$ cat src/sv/fqdm_pkg.sv
// Shared types, constants and helpers for the FIFO queue with delete-min.
// Used by the cell, the controller and the top level; depends on nothing.
package fqdm_pkg;

	localparam int DEPTH   = 128;
	localparam int IDX_W   = $clog2(DEPTH);
	localparam int CNT_W   = $clog2(DEPTH + 1);
	localparam int VAL_W   = 32;
	localparam int CMD_W   = 2;
	localparam int COUNT_W = 8;

	typedef logic signed [VAL_W-1:0] val_t;
	typedef logic [IDX_W-1:0]        idx_t;
	typedef logic [CNT_W-1:0]        cnt_t;
	typedef logic [CMD_W-1:0]        cmd_t;

	localparam cmd_t CMD_ENQ    = 2'd0;
	localparam cmd_t CMD_DEQ    = 2'd1;
	localparam cmd_t CMD_DELMIN = 2'd2;

	localparam val_t INT_MAX = {1'b0, {(VAL_W-1){1'b1}}};

	typedef enum logic [1:0] {
		ST_OK    = 2'd0,
		ST_FULL  = 2'd1,
		ST_EMPTY = 2'd2
	} status_t;

	typedef enum logic [1:0] {
		CELL_HOLD,
		CELL_LOAD,
		CELL_SHIFT,
		CELL_ROTATE
	} cell_op_t;

	typedef struct packed {
		cell_op_t op;
		idx_t     sel;
	} cell_ctrl_t;

	typedef struct packed {
		val_t                value;
		status_t             status;
		logic [COUNT_W-1:0]  count;
	} result_t;

	function automatic logic [COUNT_W-1:0] count_field(cnt_t c);
		logic [CNT_W+COUNT_W-1:0] w;
		w = {{COUNT_W{1'b0}}, c};
		return w[COUNT_W-1:0];
	endfunction

endpackage

$ cat src/sv/fqdm_cell.sv
// One storage cell of the queue chain: holds one entry, loads, shifts or rotates.
// Depends on fqdm_pkg.
module fqdm_cell (
	input  logic               clk,
	input  fqdm_pkg::cell_ctrl_t ctrl,
	input  fqdm_pkg::idx_t     cell_idx,
	input  fqdm_pkg::val_t     bcast,
	input  fqdm_pkg::val_t     nxt,
	output fqdm_pkg::val_t     data
);
	import fqdm_pkg::*;

	val_t data_q;
	val_t data_d;

	always_comb begin
		data_d = data_q;
		unique case (ctrl.op)
			CELL_HOLD: data_d = data_q;
			CELL_LOAD: begin
				if (cell_idx == ctrl.sel) data_d = bcast;
			end
			CELL_SHIFT: begin
				if (cell_idx >= ctrl.sel) data_d = nxt;
			end
			CELL_ROTATE: begin
				data_d = (cell_idx == ctrl.sel) ? bcast : nxt;
			end
			default: data_d = data_q;
		endcase
	end

	always_ff @(posedge clk) begin
		data_q <= data_d;
	end

	assign data = data_q;

endmodule

$ cat config.mk
export PLATFORM = sky130hd
export DESIGN_NAME = fqdm_cell
export DESIGN_NICKNAME = d
export VERILOG_FILES = /design/src/sv/fqdm_pkg.sv /design/src/sv/fqdm_cell.sv
export SDC_FILE = /design/constraint.sdc
export NUM_CORES = 1
export LEC_CHECK = 0
export ABC_AREA = 1
export BUFFER_PORTS_ARGS = -buffer_cell sky130_fd_sc_hd__buf_2
export CORE_MARGIN = 2
export CORE_UTILIZATION = 38
export CTS_CLUSTER_DIAMETER = 120
export DETAILED_ROUTE_END_ITERATION = 8
export PLACE_DENSITY_LB_ADDON = 0.08
export SLEW_MARGIN = 0
export SYNTH_ARGS = -nofsm -noshare
export SYNTH_HDL_FRONTEND = slang
export SYNTH_SLANG_ARGS = --single-unit
export TNS_END_PERCENT = 100
$ cat constraint.sdc
create_clock -name clk -period 2.4 [get_ports clk]
set_input_delay 0.48 -clock clk [delete_from_list [all_inputs] [get_ports clk]]
set_output_delay 0.48 -clock clk [all_outputs]
set_load 0.05 [all_outputs]
==> results of run 1 <==
-- through the flow --
| step | cell area [sq um] | cells | worst slack [ps] |
|---|---|---|---|
| 3_5_place_dp | 2290 | 341 | 358 |
| 4_1_cts | 2360 | 348 | 647 |
| 2_1_floorplan | 1690 | 182 | 114 |
| 6_report | 2360 | 348 | 674 |
| 5_1_grt | 2360 | 348 | 465 |
| 3_3_place_gp | 2290 | 341 | 409 |
-- critical path: cells and delay by family --
kind / cells / cell delay, ps
and+or+nand+nor: 6 / 800
buffers and inverters: 3 / 290
adders and majority gates: 1 / 280
-- worst paths after layout --
| path | from | to | slack [ps] | depth (start not counted) |
|---|---|---|---|---|
| max | ctrl[6] | data[22]$_DFFE_PP_ | 670 | 10 |
| min | bcast[21] | data[21]$_DFFE_PP_ | 470 | 3 |
-- cells in the mapped netlist --
cell type	count
buf_6	3
nor2_1	3
inv_1	14
nor2_2	1
inv_2	1
edfxtp_1	32
ha_1	7
nand2_1	74
nand2_4	1
a21oi_1	2
buf_1	3
nand4_4	1
nand3_1	36
buf_2	4
-- area by class of cell --
class / count / area, sq um
Fill cell: 449 / 1960
Tap cell: 52 / 65.1
Multi-Input combinational cell: 125 / 606
Timing Repair Buffer: 117 / 598
Clock inverter: 1 / 5.00
Clock buffer: 6 / 72.6
Inverter: 15 / 56.3
Sequential cell: 32 / 961
-- layout by cell type, fill, tap and decap left out, drive strengths merged --
cell type  count
clkinv         1
edfxtp        32
nand2         75
inv           15
nand3         36
a21oi          2
clkbuf         6
buf          117
nand4          1
nor2           4
ha             7
-- cell families (layout without fill, tap and decap cells) --
kind of cell,after synthesis,in the layout
adders and majority gates,7,7
and+or+nand+nor,116,116
DFF,32,32
buffers and inverters,25,139
AOI/OAI and AO/OA,2,2
-- routing by layer --
metal / vias to the layer above / wire (um) / track usage
li1: 828 / - / -
met1: 721 / 1610 / 0.210
met2: 77 / 2070 / 0.294
met3: 7 / 398 / 0.0570
met4: 0 / 36 / 0.0440
met5: - / 0 / 0
-- power groups by stage --
stage	combinational, W	sequential, W	clock (W)
floorplan	0.000105	0.000947	0
global placement	0.000473	0.000717	0
detailed placement	0.000477	0.000719	0
CTS	0.000478	0.000707	0.000390
global route	0.000507	0.000712	0.000418
finish	0.000472	0.000706	0.000379
==> impl_metrics.tcl, run 1 <==
set metrics [dict create \
    crit_path_top_delay_cell "ha_1" \
    ir_worst_vdd_mv 0.326 \
    p_leak_nw 1.27 \
    cts_made_buffers 5 \
    yosysTopAreaCell "edfxtp_1" \
    combPwrFrac 0.303 \
    synth_area_per_cell_sq_um 9.27 \
    arrival_ps 1870 \
    pwr-share-clk 0.243 \
    crit_fanout 32 \
    synth_top_family_by_area "simple AND/OR/NAND/NOR gates" \
    p_int_w 0.00102 \
    ys_seq_elements 32 \
    finish.utilization 0.547 \
    finalPower_w 0.00156 \
    max_slew.worst_pin.slew_ps 354 \
    cts-root-buf "clkbuf_8" \
    viasPerCell 4.69 \
    hold_violations 0 \
    netlist_area_sq_um 1690 \
    crit_type "primary input to flop" \
    rsz0062_at_grt "false" \
    die_w_um 70.6 \
    place_congestion 0.728 \
    finalCritPeriodShare 0.719 \
    switching_share 0.347 \
    fin_crit_ps 1730 \
    grt_pass1_wl_um 6690 \
    ys_types 14 \
    grtUsageTotal 0.172 \
    p_per_area_nw_per_um2 659 \
    status "finished, final reports clean" \
    clk_pin_slew_ps 60 \
    cap_violations 0 \
    drt_iter0_markers 76 \
    crit_chain "buf_2, inv_1, ha_1, nand2_1, nor2_2, nand4_4, buf_4, nand2_4, nand2_1, nand2_1" \
    yosysSeqAreaShare 0.569 \
    setup.worst_path.end_class "flop" \
    setup_viol 0 \
    vias 1633 \
    antennaDiodeCount 0 \
    worst_hold_slack_ps 465 \
    drt_wl_total_um 4110 \
    relSlewSlack 0.764 \
    core_sq_um 4320 \
    largest_reg_flops 32 \
    synthXorXnorAreaFrac 0 \
    cts_tree "yes" \
    pin_count 113 \
    seq_power_share 0.453 \
    firstDrtPassIters 4 \
    dp.final_hpwl_um 3100 \
    antenna_found_initial 0 \
    syn_nets 270 \
    cts_setup_buffers 0 \
    row_count 24 \
    cts_buffer_depth 2 \
    post_cts_resized 0 \
    drive_gt1_frac 0.429 \
    hold_class "primary input to flop" \
    ys_warn_count 0 \
    yosysTopAreaCellShare 0.569 \
    wire_per_inst_um 11.8 \
    crit_path_frequent_cell "nand2_1" \
    tns_ps 0 \
    port_buffers 112 \
    drcViolationCount 0 \
    synth_compound_area_frac 0.00593 \
    dieArea_sq_um 4990 \
    synth-simple-area-share 0.301 \
    syn2layout_area_growth_pct 40.0 \
    crit_path_start_kind "primary input" \
    cts.sinks 32 \
    grt_max_degree 34 \
    ant_nets 0 \
    switchingPower_w 0.000539 \
    grt-ovfl-total 0 \
    synth_cells 182 \
    htree_levels 2 \
    dieHeight_um 70.6 \
    fmax_mhz 579 \
    layout.nets 384 \
    cts_hold_buf 0 \
    synthTopCellsByArea "edfxtp_1, nand2_1, nand3_1" \
    grt_pass1_vias 1488 \
    max_stage_delay_ps 280 \
    synthAdderAreaFrac 0.0519 \
    synthMuxAreaShare 0 \
    final_max_slew_viol_count 0 \
    start_util 0.390 \
    required_ps 2540 \
]
No activity file was read; power rests on OpenSTA's default activity.
==> inputs of run 2 (changes only) <==
CORE_UTILIZATION = 42   (was 38)
clock period = 1.6 ns   (was 2.4 ns; I/O delays follow)
==> run 2 against run 1 <==
  * Non-clock buffer count increased by 3
  * Global-route usage increased by 0.72 points
  * Utilization increased by 12 points
  * Critical path depth unchanged
  * Routed wire length decreased by 2.4%
  * Worst setup slack got worse by 540 ps
  * Clock-buffer cell count unchanged
  * Clock power increased by 93%
  * Largest power group unchanged
  * Combinational power increased by 67%
==> impl_metrics.tcl, run 2 (synthesized netlist as in run 1, its figures left out) <==
set metrics [dict create \
    wire_per_inst_um 11.5 \
    place_congestion 0.737 \
    hold_depth 3 \
    dieHeight_um 67.4 \
    final_max_slew_viol_count 0 \
    cts_hold_buf 0 \
    finalPower_w 0.00258 \
    setup_viol 0 \
    cap_violations 0 \
    most-common-layout-cells "buf_2, nand2_1, nand3_1, edfxtp_1, ha_4" \
    nFillCells 309 \
    setup.worst_path.end_class "flop" \
    crit_fanout 17 \
    layout.nets 387 \
    grt_pass1_vias 1437 \
    grtUsageTotal 0.179 \
    drive_gt1_frac 0.510 \
    drt_wl_total_um 4020 \
    holdPathEnd "data[0]$_DFFE_PP_" \
    viasPerCell 4.72 \
    layout_commonest_cell "buf_2" \
    final_area_sq_um 2610 \
    cts_made_buffers 5 \
    antennaDiodeCount 0 \
    max_slew.worst_pin.slew_ps 361 \
    dieArea_sq_um 4540 \
    grt_pass1_wl_um 5980 \
    p_leak_nw 1.31 \
    grt.met1_usage 0.208 \
    finalCritPeriodShare 0.919 \
    cts.sinks 32 \
    grt_max_degree 34 \
    rsz0062_at_grt "false" \
    htree_levels 2 \
    firstDrtPassIters 4 \
    dp.final_hpwl_um 3130 \
    clk_pin_slew_ps 60 \
    top_usage_layer "met2" \
    drt_iter0_markers 82 \
    cts_buffer_depth 2 \
    die_w_um 67.4 \
    cts_setup_buffers 0 \
    relSlewSlack 0.759 \
    required_ps 1580 \
    core_sq_um 3940 \
    start_util 0.428 \
    pin_count 113 \
    arrival_ps 1450 \
    antenna_found_initial 0 \
    vias 1651 \
    use_met3 0.0617 \
    placed_area_sq_um 2500 \
    p_per_area_nw_per_um2 988 \
    port_buffers 112 \
    status "finished, final reports clean" \
    cts-root-buf "clkbuf_8" \
    largest_reg_flops 32 \
    ir_worst_vdd_mv 0.476 \
    hold_violations 0 \
    row_count 23 \
    fin_crit_ps 1470 \
    hold_class "primary input to flop" \
    post_cts_resized 0 \
    syn2layout_area_growth_pct 54.8 \
    cts_tree "yes" \
    fmax_mhz 680 \
    crit_type "primary input to flop" \
    grt-ovfl-total 0 \
    worstHoldStart "bcast[0]" \
    use_met2 0.311 \
    finish.utilization 0.663 \
    ant_nets 0 \
    drcViolationCount 0 \
    crit_path_start_kind "primary input" \
]
==> run 2: cell types whose count changed in the layout (fill, tap and decap cells not counted), moves of 2 or more <==
cell	change
a21oi_1	-2
nand2_2	+3
ha_1	-7
nand2_1	-4
inv_1	-9
inv_8	+2
buf_12	+5
ha_4	+7
inv_2	+5
buf_4	-2
a21oi_2	+2
==> run 2: worst max-delay path by stage <==
| stage | from | endpoint | slack, ps | cells past startpoint |
|---|---|---|---|---|
| global route | ctrl[6] | data[16]$_DFFE_PP_ | 60 | 10 |
| global placement | ctrl[6] | data[10]$_DFFE_PP_ | -140 | 10 |
| floorplan | ctrl[6] | data[0]$_DFFE_PP_ | -160 | 8 |
| detailed placement | ctrl[6] | data[0]$_DFFE_PP_ | -160 | 10 |
| CTS | ctrl[6] | data[16]$_DFFE_PP_ | 130 | 10 |
| finish | ctrl[6] | data[16]$_DFFE_PP_ | 130 | 10 |
==> run 2: area by class of cell <==
cell class	instances	area (sq um)	area share
flip-flops and latches	32	961	0.368
multi-input cells	125	721	0.276
repair buffers	120	683	0.261
inverters	15	77.6	0.0297
clock buffers	6	72.6	0.0278
well taps	50	62.6	0.0239
clock inverters	2	35.0	0.0134
==> run 2: power by group <==
group          leakage [nW]  switching [W]  internal [W]  total [W]
clock                0.0552       0.000272      0.000461   0.000733
combinational         0.950       0.000543      0.000243   0.000786
sequential            0.307      0.0000231       0.00104    0.00106
total                  1.31       0.000838       0.00174    0.00258
==> run 2: through the flow <==
step | setup TNS (ps) | hold WS [ps] | std cells | setup WS (ps)
CTS | 0 | 297 | 350 | 126
global route | 0 | 302 | 350 | 57.5
global placement | -7630 | 590 | 342 | -143
finish | 0 | 307 | 350 | 129
detailed placement | -8820 | 588 | 342 | -160
floorplan | -5200 | 499 | 182 | -163
==> run 2: critical path, cell delays in order <==
cell and delay [ps]:
buf_2 130, inv_8 30, ha_4 270, nand2_4 60
nor2_4 130, nand3_1 80, nand3_1 100, nand2_2 70
clkinvlp_4 100, buf_12 160
==> run 2: metal layers <==
| metal | vias up | part of all wire |
|---|---|---|
| met3 | 2 | 0.11 |
| met4 | 0 | 0.0062 |
| met5 | - | 0 |
| met2 | 79 | 0.48 |
| li1 | 838 | - |
| met1 | 732 | 0.41 |
