==> config.mk <==
export PLATFORM = sky130hd
export DESIGN_NAME = fqdm_ctrl
export DESIGN_NICKNAME = d
export VERILOG_FILES = /design/src/sv/fqdm_pkg.sv /design/src/sv/fqdm_ctrl.sv
export SDC_FILE = /design/constraint.sdc
export NUM_CORES = 1
export LEC_CHECK = 0
export BUFFER_PORTS_ARGS = -buffer_cell sky130_fd_sc_hd__buf_2
export CORE_MARGIN = 5
export CORE_UTILIZATION = 52
export CTS_BUF_LIST = sky130_fd_sc_hd__clkbuf_8
export DETAILED_ROUTE_END_ITERATION = 16
export GPL_TIMING_DRIVEN = 0
export PLACE_DENSITY = 0.78
export SKIP_LAST_GASP = 1
export SYNTH_ARGS = -nofsm -noshare
export SYNTH_HDL_FRONTEND = slang
export SYNTH_SLANG_ARGS = --single-unit
==> constraint.sdc <==
create_clock -name clk -period 5.2 [get_ports clk]
set_input_delay 0.78 -clock clk [delete_from_list [all_inputs] [get_ports clk]]
set_output_delay 0.78 -clock clk [all_outputs]
set_load 0.01 [all_outputs]
==> src/sv/fqdm_pkg.sv <==
// Shared types, constants and helpers for the FIFO queue with delete-min.
// Used by the cell, the controller and the top level; depends on nothing.
package fqdm_pkg;

	localparam int DEPTH   = 128;
	localparam int IDX_W   = $clog2(DEPTH);
	localparam int CNT_W   = $clog2(DEPTH + 1);
	localparam int VAL_W   = 32;
	localparam int CMD_W   = 2;
	localparam int COUNT_W = 8;

	typedef logic signed [VAL_W-1:0] val_t;
	typedef logic [IDX_W-1:0]        idx_t;
	typedef logic [CNT_W-1:0]        cnt_t;
	typedef logic [CMD_W-1:0]        cmd_t;

	localparam cmd_t CMD_ENQ    = 2'd0;
	localparam cmd_t CMD_DEQ    = 2'd1;
	localparam cmd_t CMD_DELMIN = 2'd2;

	localparam val_t INT_MAX = {1'b0, {(VAL_W-1){1'b1}}};

	typedef enum logic [1:0] {
		ST_OK    = 2'd0,
		ST_FULL  = 2'd1,
		ST_EMPTY = 2'd2
	} status_t;

	typedef enum logic [1:0] {
		CELL_HOLD,
		CELL_LOAD,
		CELL_SHIFT,
		CELL_ROTATE
	} cell_op_t;

	typedef struct packed {
		cell_op_t op;
		idx_t     sel;
	} cell_ctrl_t;

	typedef struct packed {
		val_t                value;
		status_t             status;
		logic [COUNT_W-1:0]  count;
	} result_t;

	function automatic logic [COUNT_W-1:0] count_field(cnt_t c);
		logic [CNT_W+COUNT_W-1:0] w;
		w = {{COUNT_W{1'b0}}, c};
		return w[COUNT_W-1:0];
	endfunction

endpackage

==> src/sv/fqdm_ctrl.sv <==
// Controller: request handshake, count, min scan, chain commands, result registers.
// Depends on fqdm_pkg; drives the row of fqdm_cell instances.
module fqdm_ctrl (
	input  logic                 clk,
	input  logic                 arst_n,
	input  logic [1:0]           cmd,
	input  logic signed [31:0]   push_value,
	input  logic                 req_valid,
	output logic                 req_stall,
	output logic                 res_valid,
	input  logic                 res_stall,
	output logic signed [31:0]   out_value,
	output logic [1:0]           status,
	output logic [7:0]           count,
	input  fqdm_pkg::val_t       head_value,
	output fqdm_pkg::cell_ctrl_t cell_ctrl,
	output fqdm_pkg::val_t       bcast
);
	import fqdm_pkg::*;

	typedef enum logic [1:0] {
		S_IDLE,
		S_SCAN,
		S_COMPACT
	} state_t;

	state_t  state_q, state_d;
	cnt_t    count_q, count_d;
	cnt_t    scan_q;
	val_t    min_q;
	idx_t    min_pos_q;
	result_t out_q, spare_q, res;
	logic    out_valid_q, spare_valid_q;
	logic    accept, done, out_take;
	idx_t    last_idx;

	assign req_stall = (state_q != S_IDLE) || spare_valid_q;
	assign accept    = req_valid && !req_stall;
	assign out_take  = out_valid_q && !res_stall;
	assign last_idx  = idx_t'(count_q - cnt_t'(1));

	always_comb begin
		state_d   = state_q;
		count_d   = count_q;
		cell_ctrl = '{op: CELL_HOLD, sel: '0};
		bcast     = push_value;
		done      = 1'b0;
		res       = '{value: '0, status: ST_OK, count: count_field(count_q)};
		unique case (state_q)
			S_IDLE: begin
				if (accept) begin
					unique case (cmd)
						CMD_ENQ: begin
							done = 1'b1;
							if (count_q < cnt_t'(DEPTH)) begin
								cell_ctrl = '{op: CELL_LOAD, sel: count_q[IDX_W-1:0]};
								count_d   = count_q + cnt_t'(1);
								res.count = count_field(count_d);
							end else begin
								res.status = ST_FULL;
							end
						end
						CMD_DEQ: begin
							done = 1'b1;
							if (count_q != '0) begin
								cell_ctrl = '{op: CELL_SHIFT, sel: '0};
								count_d   = count_q - cnt_t'(1);
								res.value = head_value;
								res.count = count_field(count_d);
							end else begin
								res.status = ST_EMPTY;
							end
						end
						CMD_DELMIN: begin
							if (count_q != '0) begin
								state_d = S_SCAN;
							end else begin
								done       = 1'b1;
								res.value  = INT_MAX;
								res.status = ST_EMPTY;
							end
						end
						default: done = 1'b1;
					endcase
				end
			end
			S_SCAN: begin
				cell_ctrl = '{op: CELL_ROTATE, sel: last_idx};
				bcast     = head_value;
				if (scan_q == count_q - cnt_t'(1)) state_d = S_COMPACT;
			end
			S_COMPACT: begin
				cell_ctrl = '{op: CELL_SHIFT, sel: min_pos_q};
				count_d   = count_q - cnt_t'(1);
				done      = 1'b1;
				res.value = min_q;
				res.count = count_field(count_d);
				state_d   = S_IDLE;
			end
			default: state_d = S_IDLE;
		endcase
	end

	always_ff @(posedge clk or negedge arst_n) begin
		if (!arst_n) begin
			state_q       <= S_IDLE;
			count_q       <= '0;
			scan_q        <= '0;
			out_valid_q   <= 1'b0;
			spare_valid_q <= 1'b0;
		end else begin
			state_q <= state_d;
			count_q <= count_d;
			if (state_q == S_SCAN) begin
				if (scan_q == '0 || head_value < min_q) begin
					min_q     <= head_value;
					min_pos_q <= scan_q[IDX_W-1:0];
				end
				scan_q <= scan_q + cnt_t'(1);
			end else begin
				scan_q <= '0;
			end
			if (done) begin
				if (!out_valid_q || out_take) begin
					out_q       <= res;
					out_valid_q <= 1'b1;
				end else begin
					spare_q       <= res;
					spare_valid_q <= 1'b1;
				end
			end else if (out_take) begin
				if (spare_valid_q) begin
					out_q         <= spare_q;
					spare_valid_q <= 1'b0;
				end else begin
					out_valid_q <= 1'b0;
				end
			end
		end
	end

	assign res_valid = out_valid_q;
	assign out_value = out_q.value;
	assign status    = out_q.status;
	assign count     = out_q.count;

`ifndef SYNTHESIS
	a_spare_behind_out: assert property (@(posedge clk) disable iff (!arst_n)
		spare_valid_q |-> out_valid_q)
		else $error("spare result held without a result at the output");

	a_scan_nonempty: assert property (@(posedge clk) disable iff (!arst_n)
		(state_q == S_SCAN) |-> (count_q != '0 && scan_q < count_q))
		else $error("scan running past the stored entries");

	a_compact_drop: assert property (@(posedge clk) disable iff (!arst_n)
		(state_q == S_COMPACT) |=> (state_q == S_IDLE && count_q == $past(count_q) - cnt_t'(1)))
		else $error("compaction did not drop exactly one entry");

	a_count_bound: assert property (@(posedge clk) disable iff (!arst_n)
		count_q <= cnt_t'(DEPTH))
		else $error("entry count above depth");
`endif

endmodule

==> results of run 1 <==
==> layout make-up <==
type                       count  area [um2]
timing repair buffer         159         863
clock inverter                14         193
multi-input combinational    447        3670
sequential                   143        4190
buffer                        49         264
clock buffer                  17         234
tap                          216         270
fill                        1263        5910
inverter                      45         169
==> power by group through the flow <==
stage	logic [mW]	clock network, mW	registers (mW)
after floorplan	1.35	0	1.62
after global placement	1.95	0	1.61
after detailed placement	2.02	0	1.60
after CTS	2.03	0.969	1.58
after global routing	2.22	1.02	1.60
final	2.04	0.958	1.58
==> worst register-to-register path, delay by kind of cell, from the launching register on <==
kind,cells,cell delay (ps)
buffers and inverters,6,2080
AND/OR/NAND/NOR,1,710
flip-flops,1,400
AO/OA/AOI/OAI,1,270
adder cells (fa/ha/maj),1,270
==> metrics by stage <==
| stage | instance area [um2] | std cells | hold WS [ps] | total power [mW] | setup slack (ps) |
|---|---|---|---|---|---|
| after floorplan | 8280 | 684 | 420 | 2.97 | 943 |
| after global placement | 9320 | 1054 | 425 | 3.55 | -992 |
| after detailed placement | 9430 | 1059 | 439 | 3.62 | 1260 |
| after CTS | 9860 | 1090 | 316 | 4.58 | 1140 |
| after global routing | 9860 | 1090 | 336 | 4.84 | 771 |
| final | 9860 | 1090 | 344 | 4.57 | 1120 |
==> per-layer routing <==
metal  global-route usage [%]  share of wire, %  vias to the layer above
li1                         -                 -                     2957
met1                     29.5                42                     3108
met2                     38.5                48                      270
met3                     5.59               7.5                       44
met4                     7.33               2.6                        0
met5                        0                 0                        -
==> registers in the layout, summed over array words and instances (netlist names) <==
signal,cells
min_pos_q,7
res_valid,1
count,8
status,2
count_q,8
out_value,32
min_q,32
spare_q,42
state_q,2
scan_q,8
spare_valid_q,1
==> layout by cell type, fill, tap and decap left out, drive strengths merged, types with 20 or more instances in the layout <==
cell type  synthesis  routed
inv               43      45
dfrtp             20      20
ha                44      44
clkbuf            26      43
mux2              72      72
nand2             36      36
o21ai             27      27
a221o             37      37
a21oi             44      44
buf               23     182
nor2              28      28
edfxtp           123     123
==> how the worst max path moves through the flow <==
stage	from	end	cells past startpoint
2_1_floorplan	count_q[0]	count[0]	9
3_3_place_gp	state_q[0]	count[7]	7
3_5_place_dp	state_q[0]	spare_q[12]	9
4_1_cts	state_q[0]	cell_ctrl[3]	11
5_1_grt	state_q[0]	cell_ctrl[6]	11
6_report	state_q[0]	cell_ctrl[3]	11
==> logic make-up after synthesis <==
family	after synthesis	share of synthesized area, %
compound gates	168	14.6
flops	143	50.7
simple gates	142	9.28
buf+inv	94	5.23
mux	73	11.2
fa+ha+maj	44	6.65
xor+xnor	20	2.30
==> Yosys cell counts (all sizes together) (3+ instances only) <==
| cell | instances | area share [%] |
|---|---|---|
| and3 | 6 | 0.45 |
| a22oi | 7 | 0.64 |
| buf | 23 | 2.0 |
| nand3 | 16 | 0.97 |
| xnor2 | 13 | 1.5 |
| dfrtp | 20 | 6.0 |
| inv | 43 | 2.0 |
| edfxtp | 123 | 45 |
| ha | 44 | 6.7 |
| o21ai | 27 | 1.6 |
| and2 | 12 | 0.91 |
| nand4 | 4 | 0.30 |
| clkbuf | 26 | 1.2 |
| nand2 | 36 | 1.6 |
| nand3b | 3 | 0.27 |
| o21a | 4 | 0.36 |
| mux2 | 72 | 11 |
| a221o | 37 | 4.5 |
| nor2 | 28 | 1.3 |
| o311ai | 3 | 0.32 |
| nor2b | 4 | 0.30 |
| a31oi | 8 | 0.68 |
| xor2 | 7 | 0.83 |
| a211oi | 5 | 0.45 |
| nor3 | 13 | 0.98 |
| o211ai | 3 | 0.27 |
| a221oi | 3 | 0.39 |
| nand2b | 4 | 0.30 |
| a21oi | 44 | 2.7 |
| a21o | 8 | 0.73 |
==> results.sh, run 1 <==
export IMPL_outcome="finished, final reports clean"
export IMPL_first_iter_violations=656
export IMPL_place_congestion=0.968
export IMPL_antenna_left=0
export IMPL_max_freq_ghz=0.245
export IMPL_cts_hold_buf=0
export IMPL_synthFlopType="edfxtp_1"
export IMPL_pwr_density_cell_nw_per_um2=464
export IMPL_grt_max_degree=28
export IMPL_start_kind="flip-flop"
export IMPL_final_setup_viol_count=0
export IMPL_first_pass_iters=5
export IMPL_timing_critical_path_slowest_stage_cell="nor2_1"
export IMPL_clock_sinks=143
export IMPL_row_count=46
export IMPL_internal_power_mw=2.84
export IMPL_critPathTopFamily="buffers and inverters"
export IMPL_die_w_um=136
export IMPL_reg2reg_depth=9
export IMPL_crit_required_ps=4420
export IMPL_fp_dieArea_um2=18500
export IMPL_path_clk_slew_ps=80
export IMPL_r2r_end="spare_q[13]"
export IMPL_ys_seq_elements=143
export IMPL_pin_count=155
export IMPL_wire_per_inst_um=19.4
export IMPL_clkLatencyLatePin_ps=460
export IMPL_synth_cell_types=72
export IMPL_p_sw_mw=1.74
export IMPL_fin_tns_setup_ps=0
export IMPL_comb_power_share_pct=44.6
export IMPL_crit_chain="inv_1 > ha_1 > and3b_1 > clkbuf_1 > clkbuf_1 > nand2_1 > nor2_1 > a21oi_1 > a21o_1 > a21oi_1 > buf_2"
export IMPL_netSwitchingFraction_pct=38.0
export IMPL_cts_setup_buffers=0
export IMPL_rsz0062_at_grt="false"
export IMPL_dp_hpwl_um=15500
export IMPL_peakVddDrop_mv=0.238
export IMPL_path_class="flip-flop to output port"
export IMPL_grt_pass1_wl_um=33100
export IMPL_drv_slew=0
export IMPL_numCtsBuffers=17
export IMPL_end_kind="output port"
export IMPL_max_clock_path_buffers=2
export IMPL_gr_total_overflow=0
export IMPL_rrSetupSlack_ps=1180
export IMPL_ctsHtreeMaxLevel=4
export IMPL_final_setup_skew_ps=12.3
export IMPL_hold_path_class="input port to asynchronous set/reset pin"
export IMPL_min_period_ps=4080
export IMPL_fin_crit_sh_pct=78.4
export IMPL_synthesis_nets=798
export IMPL_portBuffers=154
export IMPL_syn_inst=684
export IMPL_final_util_pct=62.5
export IMPL_drcViolationCount=0
export IMPL_grtUsageTotal_pct=23.0
export IMPL_clkPwrFrac_pct=20.9
export IMPL_reg2reg_from="state_q[0]"
export IMPL_timing_slew_headroom_pct=40.6
export IMPL_avgSynthCellArea_um2=12.1
export IMPL_routed_wl_um=21100
export IMPL_antenna_found_initial=0
export IMPL_async_flop_share_pct=14.0
export IMPL_seqPwrFrac_pct=34.5
export IMPL_die_h_um=136
export IMPL_arrival_ps=3300
export IMPL_cp_num_buf_inv=4
export IMPL_path_max_fanout=10
export IMPL_cts_repair_resized=0
export IMPL_finalHoldViolCount=0
export IMPL_tritoncts="built"
export IMPL_vias_per_cell=5.85
export IMPL_vias=6379
export IMPL_power_leakage_nw=4.14
export IMPL_synth_edf_count=123
export IMPL_area_growth_pct=19.1
export IMPL_drv_cap=0
export IMPL_start_util_pct=52.5
export IMPL_yosysSeqAreaShare_pct=50.7
export IMPL_grt_pass1_vias=6199
export IMPL_antennaDiodeCount=0
export IMPL_final_layout_size_suffix_gt1_share_pct=34.0
export IMPL_worst_pin_slew_ps=890
export IMPL_finalNetCount=976
export IMPL_syn_area_um2=8270
export IMPL_ys_warn_count=0
export IMPL_clockRootBuffer="clkbuf_8"
export IMPL_critPathMaxStageDelay_ps=470
export IMPL_core_um2=15800
(Power assumes the default switching activity.)
==> run 2, diff against run 1 <==
--- a/config.mk
+++ b/config.mk
@@ -5,13 +5,14 @@
 export SDC_FILE = /design/constraint.sdc
 export NUM_CORES = 1
 export LEC_CHECK = 0
+export ABC_AREA = 1
 export BUFFER_PORTS_ARGS = -buffer_cell sky130_fd_sc_hd__buf_2
 export CORE_MARGIN = 5
-export CORE_UTILIZATION = 52
+export CORE_UTILIZATION = 58
 export CTS_BUF_LIST = sky130_fd_sc_hd__clkbuf_8
 export DETAILED_ROUTE_END_ITERATION = 16
 export GPL_TIMING_DRIVEN = 0
-export PLACE_DENSITY = 0.78
+export PLACE_DENSITY = 0.83
 export SKIP_LAST_GASP = 1
 export SYNTH_ARGS = -nofsm -noshare
 export SYNTH_HDL_FRONTEND = slang
==> constraint.sdc (replaced) <==
create_clock -name clk -period 4.2 [get_ports clk]
set_input_delay 0.63 -clock clk [delete_from_list [all_inputs] [get_ports clk]]
set_output_delay 0.63 -clock clk [all_outputs]
set_load 0.01 [all_outputs]
==> run 2 against run 1 <==
Net effect:
- sequential power increased by 30%
- combinational power increased by 49%
- register-to-register slack about the same
- critical path type unchanged
==> results.sh, run 2 <==
export IMPL_antenna_left=0
export IMPL_worst_pin_slew_ps=749
export IMPL_max_clock_path_buffers=2
export IMPL_die_w_um=130
export IMPL_grt_pass1_vias=6815
export IMPL_portBuffers=154
export IMPL_syn_area_um2=8410
export IMPL_path_max_fanout=10
export IMPL_final_setup_skew_ps=11.1
export IMPL_internal_power_mw=3.50
export IMPL_yosysMostFrequentCell="nand2_1"
export IMPL_synthTopCellsByCount="nand2_1 (360), edfxtp_1 (123), inv_1 (74)"
export IMPL_fin_tns_setup_ps=0
export IMPL_synthFlopType="edfxtp_1"
export IMPL_comb_power_share_pct=49.3
export IMPL_final_layout_size_suffix_gt1_share_pct=22.7
export IMPL_wire_per_inst_um=16.5
export IMPL_drcViolationCount=0
export IMPL_min_period_ps=3290
export IMPL_vias=7314
export IMPL_first_pass_iters=5
export IMPL_row_count=44
export IMPL_synthAdderAreaFrac_pct=6.54
export IMPL_end_kind="output port"
export IMPL_avgSynthCellArea_um2=8.81
export IMPL_grtUsageTotal_pct=25.9
export IMPL_synthesis_nets=1069
export IMPL_place_inst=1297
export IMPL_path_class="flip-flop to output port"
export IMPL_fin_crit_sh_pct=78.3
export IMPL_outcome="finished, final reports clean"
export IMPL_timing_slew_headroom_pct=49.9
export IMPL_seqPwrFrac_pct=33.3
export IMPL_tritoncts="built"
export IMPL_die_h_um=130
export IMPL_p_sw_mw=2.66
export IMPL_final_setup_viol_count=0
export IMPL_max_freq_ghz=0.304
export IMPL_hold_path_class="input port to asynchronous set/reset pin"
export IMPL_synth_top_family_by_area="simple AND/OR/NAND/NOR gates"
export IMPL_path_clk_slew_ps=80
export IMPL_antenna_found_initial=1
export IMPL_drv_cap=0
export IMPL_syn_inst=955
export IMPL_final_cell_mix="nand2_1 (360), buf_2 (168), edfxtp_1 (123), inv_1 (79), a21oi_1 (57)"
export IMPL_synthMuxAreaShare_pct=0
export IMPL_start_util_pct=58.5
export IMPL_clkPwrFrac_pct=17.3
export IMPL_dp_hpwl_um=16000
export IMPL_core_um2=14400
export IMPL_crit_required_ps=3570
export IMPL_cts_setup_buffers=0
export IMPL_startpoint="state_q[0]"
export IMPL_grt_pass1_wl_um=33900
export IMPL_finalPower_mw=6.15
export IMPL_ys_seq_elements=143
export IMPL_place_congestion=0.919
export IMPL_ctsHtreeMaxLevel=4
export IMPL_netSwitchingFraction_pct=43.2
export IMPL_netlist_area_leader_share_pct=43.9
export IMPL_synthTopCellsByArea="edfxtp_1 (44%), nand2_1 (16%), ha_1 (6.5%), dfrtp_1 (5.9%), a21oi_1 (3.4%)"
export IMPL_finalHoldViolCount=0
export IMPL_pin_count=155
export IMPL_rsz0062_at_grt="false"
export IMPL_synth_xor_area_share_pct=0.402
export IMPL_cts_repair_resized=0
export IMPL_fin_cells=1329
export IMPL_yosysTopAreaCell="edfxtp_1"
export IMPL_clockRootBuffer="clkbuf_8"
export IMPL_pwr_density_cell_nw_per_um2=621
export IMPL_reg2reg_from="state_q[0]"
export IMPL_synth_simple_area_share_pct=23.7
export IMPL_arrival_ps=2660
export IMPL_grt_max_degree=30
export IMPL_numCtsBuffers=17
export IMPL_layout_commonest_cell="nand2_1"
export IMPL_gr_total_overflow=0
export IMPL_clkLatencyLatePin_ps=460
export IMPL_antennaDiodeCount=0
export IMPL_async_flop_share_pct=14.0
export IMPL_ys_warn_count=0
export IMPL_routed_wl_um=21900
export IMPL_drv_slew=0
export IMPL_finalNetCount=1246
export IMPL_area_growth_pct=17.8
export IMPL_fp_dieArea_um2=17000
export IMPL_power_leakage_nw=4.52
export IMPL_peakVddDrop_mv=0.367
export IMPL_cts_hold_buf=0
export IMPL_vias_per_cell=5.50
export IMPL_final_util_pct=69.0
export IMPL_synth_compound_area_share_pct=12.3
export IMPL_synth_edf_count=123
export IMPL_clock_sinks=143
export IMPL_synth_cell_types=45
export IMPL_start_kind="flip-flop"
export IMPL_largest_reg_flops=42
export IMPL_top_register="spare_q"
export IMPL_yosysSeqAreaShare_pct=49.9
export IMPL_first_iter_violations=782
## run 2: cell types whose count changed after synthesis, moves of 9 or more
| cell | previous run | this run |
|---|---|---|
| mux2_4 | 29 | 0 |
| o21bai_1 | 0 | 21 |
| and2_1 | 12 | 0 |
| nand2_2 | 0 | 10 |
| clkbuf_1 | 26 | 12 |
| a21oi_1 | 44 | 57 |
| nand3_1 | 16 | 41 |
| inv_1 | 43 | 74 |
| nor2_1 | 28 | 44 |
| mux2_2 | 43 | 0 |
| o21bai_4 | 0 | 9 |
| xnor2_1 | 12 | 0 |
| a221o_1 | 37 | 0 |
| nand2_1 | 36 | 360 |
## run 2: power by group through the flow
stage	combinational, mW	sequential, mW	clock [mW]
after floorplan	1.93	2.13	0
after global placement	2.86	2.09	0
after detailed placement	3.00	2.08	0
after CTS	3.02	2.05	1.07
after global routing	3.36	2.07	1.13
final	3.04	2.05	1.07
## run 2: worst max-delay path: stages (launching register included)
cell,delay (ps)
dfrtp_1,430
inv_1,130
ha_1,170
clkbuf_1,380
clkbuf_1,500
a22oi_1,170
a21oi_1,240
buf_2,170
## run 2: logic make-up after synthesis
kind of cell             Yosys count
AO/OA/AOI/OAI                    154
AND/OR/NAND/NOR                  481
XOR/XNOR                           3
flip-flops                       143
buffers and inverters            130
adder cells (fa/ha/maj)           44
## run 2: area by class of cell
class,count,area (um2)
Buffer,46,280
Timing Repair Buffer,158,866
Clock inverter,14,129
Multi-Input combinational cell,682,3640
Inverter,84,320
Clock buffer,18,248
Sequential cell,143,4190
Fill cell,1126,4460
Tap cell,184,230
## run 2: metal layers
layer | part of all wire [%] | track usage (%)
met4 | 1.7 | 8.29
met2 | 48 | 42.7
met5 | 0.059 | 0
met3 | 8.2 | 5.12
met1 | 42 | 34.8
## run 2: path summary, 6_finish.rpt
path / cells after the start / endpoint / slack (ps)
worst max-delay path: 7 / cell_ctrl[0] / 910
worst min-delay path: 1 / count_q[0] / 150
worst max register to register: 9 / spare_q[26] / 1180
worst min register to register: 0 / min_pos_q[6] / 520
max in group asynchronous: 1 / state_q[1] / 3670
min in group clk: 1 / min_q[0] / 380
## run 2: per-stage QoR
stage / area, um2 / worst slack [ps] / hold WS, ps
after floorplan: 8420 / 406 / 334
after global placement: 9420 / -988 / 489
after detailed placement: 9530 / 1050 / 501
after CTS: 9910 / 945 / 144
after global routing: 9910 / 835 / 190
final: 9910 / 912 / 153
